[src/hdl/hdct_pkg.sv]
package hdct_pkg;

  localparam int unsigned VALUE_W = 64;
  localparam int unsigned QDEPTH  = 4;
  localparam int unsigned QAW     = $clog2(QDEPTH);
  localparam int unsigned QCW     = $clog2(QDEPTH + 1);

  localparam logic [7:0] CHAR_SPACE = 8'h20;
  localparam logic [7:0] CHAR_TAB   = 8'h09;
  localparam logic [7:0] CHAR_CR    = 8'h0D;
  localparam logic [7:0] CHAR_LF    = 8'h0A;
  localparam logic [7:0] CHAR_HASH  = 8'h23;
  localparam logic [7:0] CHAR_COLON = 8'h3A;
  localparam logic [7:0] CHAR_ZERO  = 8'h30;
  localparam logic [7:0] CHAR_ONE   = 8'h31;
  localparam logic [7:0] CHAR_NINE  = 8'h39;
  localparam logic [7:0] CHAR_LOW_X = 8'h78;
  localparam logic [7:0] CHAR_UP_X  = 8'h58;
  localparam logic [7:0] CHAR_LOW_A = 8'h61;
  localparam logic [7:0] CHAR_LOW_F = 8'h66;
  localparam logic [7:0] CHAR_UP_A  = 8'h41;
  localparam logic [7:0] CHAR_UP_F  = 8'h46;

  localparam logic [VALUE_W-1:0] DEC_LIMIT = 64'd1844674407370955161;
  localparam logic [3:0]         DEC_LAST  = 4'd5;

  typedef enum logic [2:0] {
    MODE_IDLE    = 3'd0,
    MODE_COMMENT = 3'd1,
    MODE_ZERO    = 3'd2,
    MODE_HEX     = 3'd3,
    MODE_DEC     = 3'd4
  } mode_t;

  typedef enum logic [2:0] {
    KIND_COLON = 3'd0,
    KIND_ADDR  = 3'd1,
    KIND_NUM   = 3'd2,
    KIND_END   = 3'd3,
    KIND_ERR   = 3'd4
  } kind_t;

  typedef struct packed {
    logic [7:0] data_byte;
    logic       end_of_input;
  } byte_item_t;

  typedef struct packed {
    kind_t              token_kind;
    logic [VALUE_W-1:0] token_value;
    logic               overflowed;
    logic               last_of_run;
  } token_item_t;

  typedef struct packed {
    logic [1:0]  count;
    token_item_t first;
    token_item_t second;
  } step_out_t;

  function automatic logic [4:0] hex_digit(input logic [7:0] c);
    logic [4:0] r;
    r = 5'd0;
    if (c >= CHAR_ZERO && c <= CHAR_NINE) begin
      r = {1'b1, c[3:0]};
    end else if (c >= CHAR_LOW_A && c <= CHAR_LOW_F) begin
      r = {1'b1, 4'(c - CHAR_LOW_A + 8'd10)};
    end else if (c >= CHAR_UP_A && c <= CHAR_UP_F) begin
      r = {1'b1, 4'(c - CHAR_UP_A + 8'd10)};
    end
    return r;
  endfunction

endpackage

[src/hdl/hdct_step.sv]
module hdct_step (
  input  logic                clk,
  input  logic                rst,
  input  logic                accept,
  input  hdct_pkg::byte_item_t item,
  output hdct_pkg::step_out_t  res
);

  hdct_pkg::mode_t mode, mode_next;
  logic [hdct_pkg::VALUE_W-1:0] acc, acc_next;
  logic ovf, ovf_next;

  logic [7:0] c;
  logic       is_dec;
  logic [4:0] hd;

  hdct_pkg::mode_t st_mode;
  logic [hdct_pkg::VALUE_W-1:0] st_acc;
  logic            st_emit;
  hdct_pkg::kind_t st_kind;

  logic            flush_valid;
  hdct_pkg::kind_t flush_kind;
  logic [hdct_pkg::VALUE_W-1:0] flush_value;
  logic            flush_ovf;
  logic            tail_valid;
  hdct_pkg::kind_t tail_kind;

  hdct_pkg::token_item_t flush_tok, tail_tok;

  assign c      = item.data_byte;
  assign is_dec = (c >= hdct_pkg::CHAR_ZERO) && (c <= hdct_pkg::CHAR_NINE);
  assign hd     = hdct_pkg::hex_digit(c);

  always_comb begin
    st_mode = hdct_pkg::MODE_IDLE;
    st_acc  = '0;
    st_emit = 1'b0;
    st_kind = hdct_pkg::KIND_ERR;
    priority if (c == hdct_pkg::CHAR_SPACE || c == hdct_pkg::CHAR_TAB ||
                 c == hdct_pkg::CHAR_CR || c == hdct_pkg::CHAR_LF) begin
      st_mode = hdct_pkg::MODE_IDLE;
    end else if (c == hdct_pkg::CHAR_HASH) begin
      st_mode = hdct_pkg::MODE_COMMENT;
    end else if (c == hdct_pkg::CHAR_COLON) begin
      st_emit = 1'b1;
      st_kind = hdct_pkg::KIND_COLON;
    end else if (c == hdct_pkg::CHAR_ZERO) begin
      st_mode = hdct_pkg::MODE_ZERO;
    end else if (c >= hdct_pkg::CHAR_ONE && c <= hdct_pkg::CHAR_NINE) begin
      st_mode = hdct_pkg::MODE_DEC;
      st_acc  = hdct_pkg::VALUE_W'(c[3:0]);
    end else begin
      st_emit = 1'b1;
      st_kind = hdct_pkg::KIND_ERR;
    end
  end

  always_comb begin
    mode_next = mode;
    acc_next  = acc;
    ovf_next  = ovf;
    if (item.end_of_input) begin
      mode_next = hdct_pkg::MODE_IDLE;
      acc_next  = '0;
      ovf_next  = 1'b0;
    end else begin
      unique case (mode)
        hdct_pkg::MODE_COMMENT: begin
          if (c == hdct_pkg::CHAR_LF) begin
            mode_next = hdct_pkg::MODE_IDLE;
          end
        end
        hdct_pkg::MODE_ZERO: begin
          if (c == hdct_pkg::CHAR_LOW_X || c == hdct_pkg::CHAR_UP_X) begin
            mode_next = hdct_pkg::MODE_HEX;
            acc_next  = '0;
            ovf_next  = 1'b0;
          end else begin
            mode_next = st_mode;
            acc_next  = st_acc;
            ovf_next  = 1'b0;
          end
        end
        hdct_pkg::MODE_HEX: begin
          if (hd[4]) begin
            ovf_next = ovf | (acc[hdct_pkg::VALUE_W-1 -: 4] != 4'd0);
            acc_next = {acc[hdct_pkg::VALUE_W-5:0], hd[3:0]};
          end else begin
            mode_next = st_mode;
            acc_next  = st_acc;
            ovf_next  = 1'b0;
          end
        end
        hdct_pkg::MODE_DEC: begin
          if (is_dec) begin
            ovf_next = ovf | (acc > hdct_pkg::DEC_LIMIT) ||
                       (acc == hdct_pkg::DEC_LIMIT && c[3:0] > hdct_pkg::DEC_LAST);
            acc_next = {acc[hdct_pkg::VALUE_W-4:0], 3'b000} +
                       {acc[hdct_pkg::VALUE_W-2:0], 1'b0} +
                       hdct_pkg::VALUE_W'(c[3:0]);
          end else begin
            mode_next = st_mode;
            acc_next  = st_acc;
            ovf_next  = 1'b0;
          end
        end
        default: begin
          mode_next = st_mode;
          acc_next  = st_acc;
          ovf_next  = 1'b0;
        end
      endcase
    end
  end

  always_comb begin
    flush_valid = 1'b0;
    flush_kind  = hdct_pkg::KIND_NUM;
    flush_value = acc;
    flush_ovf   = ovf;
    tail_valid  = 1'b0;
    tail_kind   = st_kind;
    if (item.end_of_input) begin
      flush_valid = (mode == hdct_pkg::MODE_ZERO) || (mode == hdct_pkg::MODE_DEC) ||
                    (mode == hdct_pkg::MODE_HEX);
      flush_kind  = (mode == hdct_pkg::MODE_HEX) ? hdct_pkg::KIND_ADDR : hdct_pkg::KIND_NUM;
      tail_valid  = 1'b1;
      tail_kind   = hdct_pkg::KIND_END;
    end else begin
      unique case (mode)
        hdct_pkg::MODE_COMMENT: begin
          tail_valid = 1'b0;
        end
        hdct_pkg::MODE_ZERO: begin
          if (c != hdct_pkg::CHAR_LOW_X && c != hdct_pkg::CHAR_UP_X) begin
            flush_valid = 1'b1;
            flush_value = '0;
            flush_ovf   = 1'b0;
            tail_valid  = st_emit;
          end
        end
        hdct_pkg::MODE_HEX: begin
          if (!hd[4]) begin
            flush_valid = 1'b1;
            flush_kind  = hdct_pkg::KIND_ADDR;
            tail_valid  = st_emit;
          end
        end
        hdct_pkg::MODE_DEC: begin
          if (!is_dec) begin
            flush_valid = 1'b1;
            tail_valid  = st_emit;
          end
        end
        default: begin
          tail_valid = st_emit;
        end
      endcase
    end
  end

  always_comb begin
    flush_tok.token_kind  = flush_kind;
    flush_tok.token_value = flush_value;
    flush_tok.overflowed  = flush_ovf;
    flush_tok.last_of_run = !tail_valid;
    tail_tok.token_kind   = tail_kind;
    tail_tok.token_value  = '0;
    tail_tok.overflowed   = 1'b0;
    tail_tok.last_of_run  = 1'b1;
    res.count  = 2'd0;
    res.first  = tail_tok;
    res.second = tail_tok;
    if (accept) begin
      if (flush_valid) begin
        res.first = flush_tok;
        res.count = tail_valid ? 2'd2 : 2'd1;
      end else if (tail_valid) begin
        res.count = 2'd1;
      end
    end
  end

  always_ff @(posedge clk) begin
    if (rst) begin
      mode <= hdct_pkg::MODE_IDLE;
      acc  <= '0;
      ovf  <= 1'b0;
    end else if (accept) begin
      mode <= mode_next;
      acc  <= acc_next;
      ovf  <= ovf_next;
    end
  end

`ifndef ASSERT_OFF
  a_end_clears: assert property (@(posedge clk) disable iff (rst)
    (accept && item.end_of_input) |=> (mode == hdct_pkg::MODE_IDLE && acc == '0 && !ovf))
    else $error("end of input did not clear scan state");
  a_idle_acc_zero: assert property (@(posedge clk) disable iff (rst)
    (mode == hdct_pkg::MODE_IDLE || mode == hdct_pkg::MODE_COMMENT) |-> (acc == '0 && !ovf))
    else $error("value held outside a number");
  a_pair_order: assert property (@(posedge clk) disable iff (rst)
    (res.count == 2'd2) |-> (!res.first.last_of_run &&
                             (res.first.token_kind == hdct_pkg::KIND_NUM ||
                              res.first.token_kind == hdct_pkg::KIND_ADDR)))
    else $error("two results without a leading number");
`endif

endmodule

[src/hdl/hdct_queue.sv]
module hdct_queue (
  input  logic                  clk,
  input  logic                  rst,
  input  hdct_pkg::step_out_t    push,
  output logic                  full,
  output logic                  valid,
  input  logic                  stall,
  output hdct_pkg::token_item_t data
);

  hdct_pkg::token_item_t mem [hdct_pkg::QDEPTH];
  logic [hdct_pkg::QAW-1:0] wr_ptr, rd_ptr;
  logic [hdct_pkg::QCW-1:0] count;
  logic pop;

  assign valid = (count != '0);
  assign pop   = valid && !stall;
  assign full  = (count > hdct_pkg::QCW'(hdct_pkg::QDEPTH - 2));
  assign data  = mem[rd_ptr];

  always_ff @(posedge clk) begin
    if (push.count != 2'd0) begin
      mem[wr_ptr] <= push.first;
    end
    if (push.count == 2'd2) begin
      mem[wr_ptr + hdct_pkg::QAW'(1)] <= push.second;
    end
  end

  always_ff @(posedge clk) begin
    if (rst) begin
      wr_ptr <= '0;
      rd_ptr <= '0;
      count  <= '0;
    end else begin
      wr_ptr <= wr_ptr + hdct_pkg::QAW'(push.count);
      if (pop) begin
        rd_ptr <= rd_ptr + hdct_pkg::QAW'(1);
      end
      count <= count + hdct_pkg::QCW'(push.count) - hdct_pkg::QCW'(pop);
    end
  end

`ifndef ASSERT_OFF
  a_no_overrun: assert property (@(posedge clk) disable iff (rst)
    (push.count != 2'd0) |-> (count <= hdct_pkg::QCW'(hdct_pkg::QDEPTH) -
                               hdct_pkg::QCW'(push.count)))
    else $error("token queue overrun");
  a_count_range: assert property (@(posedge clk) disable iff (rst)
    count <= hdct_pkg::QCW'(hdct_pkg::QDEPTH))
    else $error("token queue count out of range");
  a_drain: assert property (@(posedge clk) disable iff (rst)
    (pop && push.count == 2'd0) |=> (count == $past(count) - hdct_pkg::QCW'(1)))
    else $error("token queue lost track of a transfer");
`endif

endmodule

[src/hdl/hex_decimal_colon_tokenizer.sv]
// channel  | valid        | stall        | payload
// ---------+--------------+--------------+------------------------------
// bytes    | byte_valid   | byte_stall   | byte_item  (data_byte, end_of_input)
// tokens   | token_valid  | token_stall  | token_item (kind, value, overflowed, last)
//
// One byte per cycle while byte_stall is low; the scan state updates in the cycle of the transfer.
// A token is registered into a 4-entry queue and offered from there.
// A byte that gives two tokens pushes both into the queue at once; they leave it one after the other.
// byte_stall rises while the queue has fewer than two free entries.
// rst is synchronous: idle scan mode, value and overflow cleared, queue empty.
module hex_decimal_colon_tokenizer (
  input  logic                  clk,
  input  logic                  rst,
  input  logic                  byte_valid,
  output logic                  byte_stall,
  input  hdct_pkg::byte_item_t   byte_item,
  output logic                  token_valid,
  input  logic                  token_stall,
  output hdct_pkg::token_item_t token_item
);

  hdct_pkg::step_out_t res;
  logic accept;

  assign accept = byte_valid && !byte_stall;

  hdct_step u_step (
    .clk    (clk),
    .rst    (rst),
    .accept (accept),
    .item   (byte_item),
    .res    (res)
  );

  hdct_queue u_queue (
    .clk   (clk),
    .rst   (rst),
    .push  (res),
    .full  (byte_stall),
    .valid (token_valid),
    .stall (token_stall),
    .data  (token_item)
  );

endmodule
[config.mk]
export PLATFORM = sky130hd
export DESIGN_NAME = hex_decimal_colon_tokenizer
export DESIGN_NICKNAME = d
export VERILOG_FILES = /design/src/hdl/hdct_pkg.sv /design/src/hdl/hdct_step.sv /design/src/hdl/hdct_queue.sv /design/src/hdl/hex_decimal_colon_tokenizer.sv
export SDC_FILE = /design/constraint.sdc
export NUM_CORES = 1
export LEC_CHECK = 0
export BUFFER_PORTS_ARGS = -buffer_cell sky130_fd_sc_hd__buf_2
export CAP_MARGIN = 20
export CELL_PAD_IN_SITES_DETAIL_PLACEMENT = 1
export CELL_PAD_IN_SITES_GLOBAL_PLACEMENT = 1
export CORE_MARGIN = 3
export CORE_UTILIZATION = 46
export CTS_BUF_LIST = sky130_fd_sc_hd__clkbuf_4 sky130_fd_sc_hd__clkbuf_8
export CTS_CLUSTER_SIZE = 20
export DETAILED_ROUTE_END_ITERATION = 6
export GPL_TIMING_DRIVEN = 0
export PLACE_DENSITY_LB_ADDON = 0.25
export REMOVE_ABC_BUFFERS = 1
export SYNTH_ARGS = -nofsm -noshare
export SYNTH_HDL_FRONTEND = slang
export SYNTH_SLANG_ARGS = --single-unit
[constraint.sdc]
create_clock -name clk -period 3.7 [get_ports clk]
set_clock_uncertainty 0.15 [all_clocks]
set_input_delay 0.185 -clock clk [delete_from_list [all_inputs] [get_ports clk]]
set_output_delay 0.185 -clock clk [all_outputs]
set_load 0.02 [all_outputs]
After elaboration in Yosys (flattened, before gate mapping)
Memories as Yosys holds them, arrays and structs flattened. A register that Yosys moved wholly into a read port is not among the register bits.
Index checks and enable logic that the tools add are counted.

word-level totals
  bits in registers = 75
  memory bits (writable) = 276
  memories = 1

operators by class
  add/sub/neg operators = 11
  order comparisons = 10
  eq/ne operators = 21
  mux-type cells = 68
  bitwise operators = 2
  reduce and logical (&&, ||, !) cells = 23

memories
  name         depth  bits a word  read ports  clocked after memory_dff  wr ports  line              RTL
  u_queue.mem  4      69           1           1                         2         hdct_queue.sv:11  hdct_pkg::token_item_t mem [hdct_pkg::QDEPTH];

operator list
  kind                                                                                 number
  64-bit two-way mux                                                                   11
  64-bit case mux with 4 select lines                                                  1
  71-bit two-way mux                                                                   1
  69-bit two-way mux                                                                   1
  64-bit by 4-bit adder with 64-bit output                                             1
  64-bit adder                                                                         1
  64-bit by 61-bit == test with 1-bit output, second input constant                    1
  64-bit by 61-bit > comparator with 1-bit output, second input constant               1
  3-bit two-way mux                                                                    16
  8-bit by 6-bit == test with 1-bit output, second input constant                      4
  8-bit by 4-bit == test with 1-bit output, second input constant                      3
  1-bit two-way mux                                                                    24
  8-bit by 7-bit == test with 1-bit output, second input constant                      2
  8-bit by 6-bit greater-or-equal comparator with 1-bit output, second input constant  2
  8-bit by 7-bit greater-or-equal comparator with 1-bit output, second input constant  2
  8-bit by 7-bit <= comparator with 1-bit output, second input constant                2
  8-bit by 7-bit != test with 1-bit output, second input constant                      2
  5-bit two-way mux                                                                    3
  2-bit two-way mux                                                                    6
  3-bit case mux with 4 select lines                                                   1
  4-bit adder, second input constant                                                   2
  8-bit by 6-bit <= comparator with 1-bit output, second input constant                1
  1-bit logical AND                                                                    8
  4-bit by 1-bit subtractor with 4-bit output, second input constant                   2
  other kinds (24)                                                                     37

Longest topological paths before layout
  word-level depth = 16
  mapped depth = 20
  mapped depth without buffers = 20

Modules after synthesis
From an unflattened synthesis, not the netlist that was laid out.

unflattened totals
  cell total of the unflattened synthesis = 2002
  area total of the unflattened synthesis = 23049.6 um^2

by module, submodules not included
  module                       times used  cells each  area an instance (um^2)
  hdct_queue                   1           723         13793.2
  hdct_step                    1           1278        9242.6
  hex_decimal_colon_tokenizer  1           1           13.8

Least setup slack after synthesis
No wires, ideal clock.

  path kind = input to register
  from = input port byte_item[1] (netlist name)
  to = memory u_queue.mem[0][66] (netlist name), enable pin
  setup time = 265 ps
  arrival time = 3266 ps
  data required time = 3285 ps
  path slack = 19 ps
  stages on the path = 17
  buffers on the path = 2
  cells stage by stage = inv_1 ha_1 nor3b_1 nor4b_1 a21oi_1 a21oi_1 nor2_1 a21oi_1 o21a_1 o21ai_0 ha_1 o21ai_1 nor3_1 nor2_1 clkbuf_1 clkbuf_1 inv_1

RTL lines
  what         line                               RTL
  from (decl)  hex_decimal_colon_tokenizer.sv:16  input hdct_pkg::byte_item_t byte_item,
  to (decl)    hdct_queue.sv:11

Final worst setup path
  from = register u_step.acc[0] (netlist name)
  to = register u_step.acc[61] (netlist name)

between the ends
  cells in the longest elaborated chain, start to end = 5

RTL lines
  what                                      line              RTL
  from (decl)                               hdct_step.sv:10   logic [hdct_pkg::VALUE_W-1:0] acc, acc_next;
  from (signal assigned)                    hdct_step.sv:192  acc <= acc_next;
  64-bit adder                              hdct_step.sv:99   acc_next = {acc[hdct_pkg::VALUE_W-4:0], 3'b000} +
  64-bit by 4-bit adder with 64-bit output  hdct_step.sv:100  {acc[hdct_pkg::VALUE_W-2:0], 1'b0} +
  64-bit two-way mux                        hdct_step.sv:96   if (is_dec) begin
  64-bit case mux with 4 select lines       hdct_step.sv:68   unique case (mode)
  64-bit two-way mux                        hdct_step.sv:63   if (item.end_of_input) begin

Every way passes these cells.
A chain may end at the register's enable or synchronous reset.

==> flow_summary.ini <==
[global_routing]
use_met1_pct = 35.7
use_met3_pct = 4.80
use_met2_pct = 46.3
grt_pass1_vias = 17000
antenna_found_initial = 0
gr-max-usage-layer = met2
grt_pass1_wl_mm = 96.1
grt_overflow = 0
grt_max_degree = 42
grt_use_total_pct = 27.2

[timing]
fin_crit_sh_pct = 96.5
finalSetupViolations = 0
slew-limit-headroom_pct = 30.7
worst_pin_slew_ps = 1040
period_minus_slack_ps = 3570
drv_slew = 0
rsz0062_at_grt = yes
fmax_ghz = 0.280
hold_ws_ps = 83.3
hold_viol = 0

[logic_synthesis]
synth-main-ff-cell = dfxtp_1
synthCells = 1871
synth.distinct_cells = 80
synthesis.area_um2 = 18600
yosysWarnings = 0
synth_area_per_cell_um2 = 9.94
ys_ff_latch = 353
async_reset_ff_share_pct = 0
yosysSeqAreaShare_pct = 38.6
synth-edff-count = 12

[final_layout]
final_common_cell = dfxtp_1
final_cell_mix = dfxtp_1, a22o_1, ha_1
area_growth_pct = 16.4
drive_gt1_share_pct = 21.6
fin_nets = 2067
layout.cells.non_filler = 2496
fillers = 4397
antenna-diode-count = 0
fin_area_um2 = 21600
multi_input_area_um2 = 10900
regArea_um2 = 7260

[clock_network]
htree_levels = 2
cts.sinks = 353
clk_pin_slew_ps = 70
numCtsBuffers = 61
cts_buffer_depth = 3
cts_root_buf = clkbuf_8
clock_insertion_delay_worst_skew_ps = 680
cts_tree = yes

[die]
core-area_um2 = 39800
die-area_um2 = 42900
die_w_um = 207
rows = 73
die_y_um = 207
start_util_pct = 46.7
io_pins = 84

[drt]
routed-via-count = 16100
drtIter0Drc = 1117
avgRoutedWirePerCell_um = 24.0
drc = 0
avgViaCountPerCell = 6.45
detail-route-antenna-nets = 0
totalWireLength_mm = 59.9
firstDrtPassIters = 6

[setup_path]
crit_fanout = 6
crit_arrival_ps = 4000
cp-start-kind = register
critPathCaptureType = register
critical_path_class = reg2reg
required_ps = 4130

[status]
outcome = complete, no violations

[job]
maxCapViolCount = 0

[placed_design]
place_area_um2 = 19700
place_congestion = 0.895
port_buffers = 83
dp_cells = 2354
place_hpwl_mm = 40.7

[hold_path]
min-delay-path-class = in2reg

[power]
powerDensity_nw_per_um2 = 421
ir_drop_mv = 0.323
leakagePower_nw = 8.64
final timing paths:
kind / start / to / slack [ps] / depth (start not counted)
worst min register to register: u_queue.mem[1][0] / u_queue.mem[1][0] / 310 / 1
worst min-delay path: byte_item[4] / u_queue.mem[1][68] / 80 / 4
worst max register to register: u_step.acc[0] / u_step.acc[61] / 130 / 12
worst max-delay path: u_step.acc[0] / u_step.acc[61] / 130 / 12
per-stage QoR:
stage,utilization [%],setup WS (ps),power (W),setup TNS (ps)
6_report,54.3,129,0.00911,0
3_3_place_gp,47.7,-6780,0.00507,-1810990
3_5_place_dp,49.6,-836,0.00520,-176170
5_1_grt,54.3,-6.56,0.00945,-11.7
4_1_cts,53.8,11.9,0.00918,0
2_1_floorplan,-,-2390,0.00469,-520750
state kept, by name, summed over array words and instances, names as in the netlist, named ones only:
name and flops:
u_queue.mem 276, u_step.ovf 1, u_queue.count 3, u_queue.wr_ptr 2, u_step.acc 64, u_step.mode 3, u_queue.rd_ptr 2
power breakdown:
group          switching [W]  internal, W  leakage (nW)
sequential          0.000156      0.00389          2.89
clock                0.00167      0.00230         0.735
combinational       0.000672     0.000420          5.01
total                0.00250      0.00661          8.64
synth_stat cells (4+ instances only):
library cell | instances | area, um^2
a211o_1 | 7 | 61.3
a211oi_1 | 7 | 52.6
a21o_1 | 18 | 135
a21oi_1 | 109 | 546
a221oi_1 | 5 | 43.8
a222oi_1 | 12 | 120
a22o_1 | 262 | 2290
a22oi_1 | 51 | 383
a31oi_1 | 8 | 50.1
and2_1 | 8 | 50.1
and3_1 | 4 | 25.0
buf_1 | 14 | 52.6
buf_2 | 34 | 170
clkbuf_1 | 106 | 398
clkbuf_2 | 5 | 25.0
dfxtp_1 | 341 | 6830
edfxtp_1 | 12 | 360
ha_1 | 132 | 1650
inv_1 | 32 | 120
mux4_2 | 69 | 1550
nand2_1 | 111 | 417
nand2b_1 | 16 | 100
nand3_1 | 21 | 105
nand4_1 | 31 | 194
nor2_1 | 118 | 443
nor2b_1 | 11 | 68.8
nor3_1 | 19 | 95.1
nor4_1 | 10 | 62.6
nor4b_1 | 4 | 35.0
o211ai_1 | 10 | 75.1
o21a_1 | 5 | 37.5
o21ai_0 | 93 | 465
o21ai_1 | 10 | 50.1
o21bai_1 | 17 | 128
o22a_1 | 4 | 35.0
o22ai_1 | 16 | 100
o31ai_1 | 6 | 45.0
or2_2 | 6 | 37.5
or3_1 | 7 | 43.8
or4_1 | 5 | 37.5
xnor2_1 | 35 | 307
xor2_1 | 25 | 219
worst max-delay path, cell delays in order (launching register included):
cell and delay [ps]:
dfxtp_4 370, fa_1 470, ha_1 300, a21o_1 140
and4_4 250, o21ai_2 80, o21a_4 250, o31a_1 340
o31a_4 340, o21ai_4 160, a21oi_2 110, or4_1 430
nand3_1 80
metal layers:
layer  vias to the layer above  share of wire [%]  wire [um]
met5                         -                  0          0
met1                      8289                 44      26100
met2                       400                 49      29300
met3                       107                5.0       2970
met4                         0                2.5       1510
li1                       7306                  -          -
logic make-up after synthesis:
kind of cell	Yosys count	share of synthesized area (%)
buffers and inverters	192	4.16
flip-flops	353	38.6
multiplexers	73	8.58
AND/OR/NAND/NOR	383	9.87
AO/OA/AOI/OAI	675	26.7
XOR/XNOR	60	2.83
adder cells (fa/ha/maj)	135	9.20
layout make-up:
type / instances / share of cell area (%)
Multi-Input combinational cell: 1327 / 50.6
Sequential cell: 353 / 33.6
Inverter: 32 / 0.555
Clock buffer: 91 / 5.41
Timing Repair Buffer: 144 / 5.89
Clock inverter: 24 / 0.989
Tap cell: 525 / 3.04
repair_timing:
action | in CTS | in global routing
setup buffers | 7 | 3
hold buffers | 16 | 0
resized for setup | 23 | 72
pin swaps | 9 | 10
setup endpoints to repair | 74 | 295
hold endpoints to repair | 45 | 0
gates cloned | 1 | 0
(Power assumes the default switching activity.)
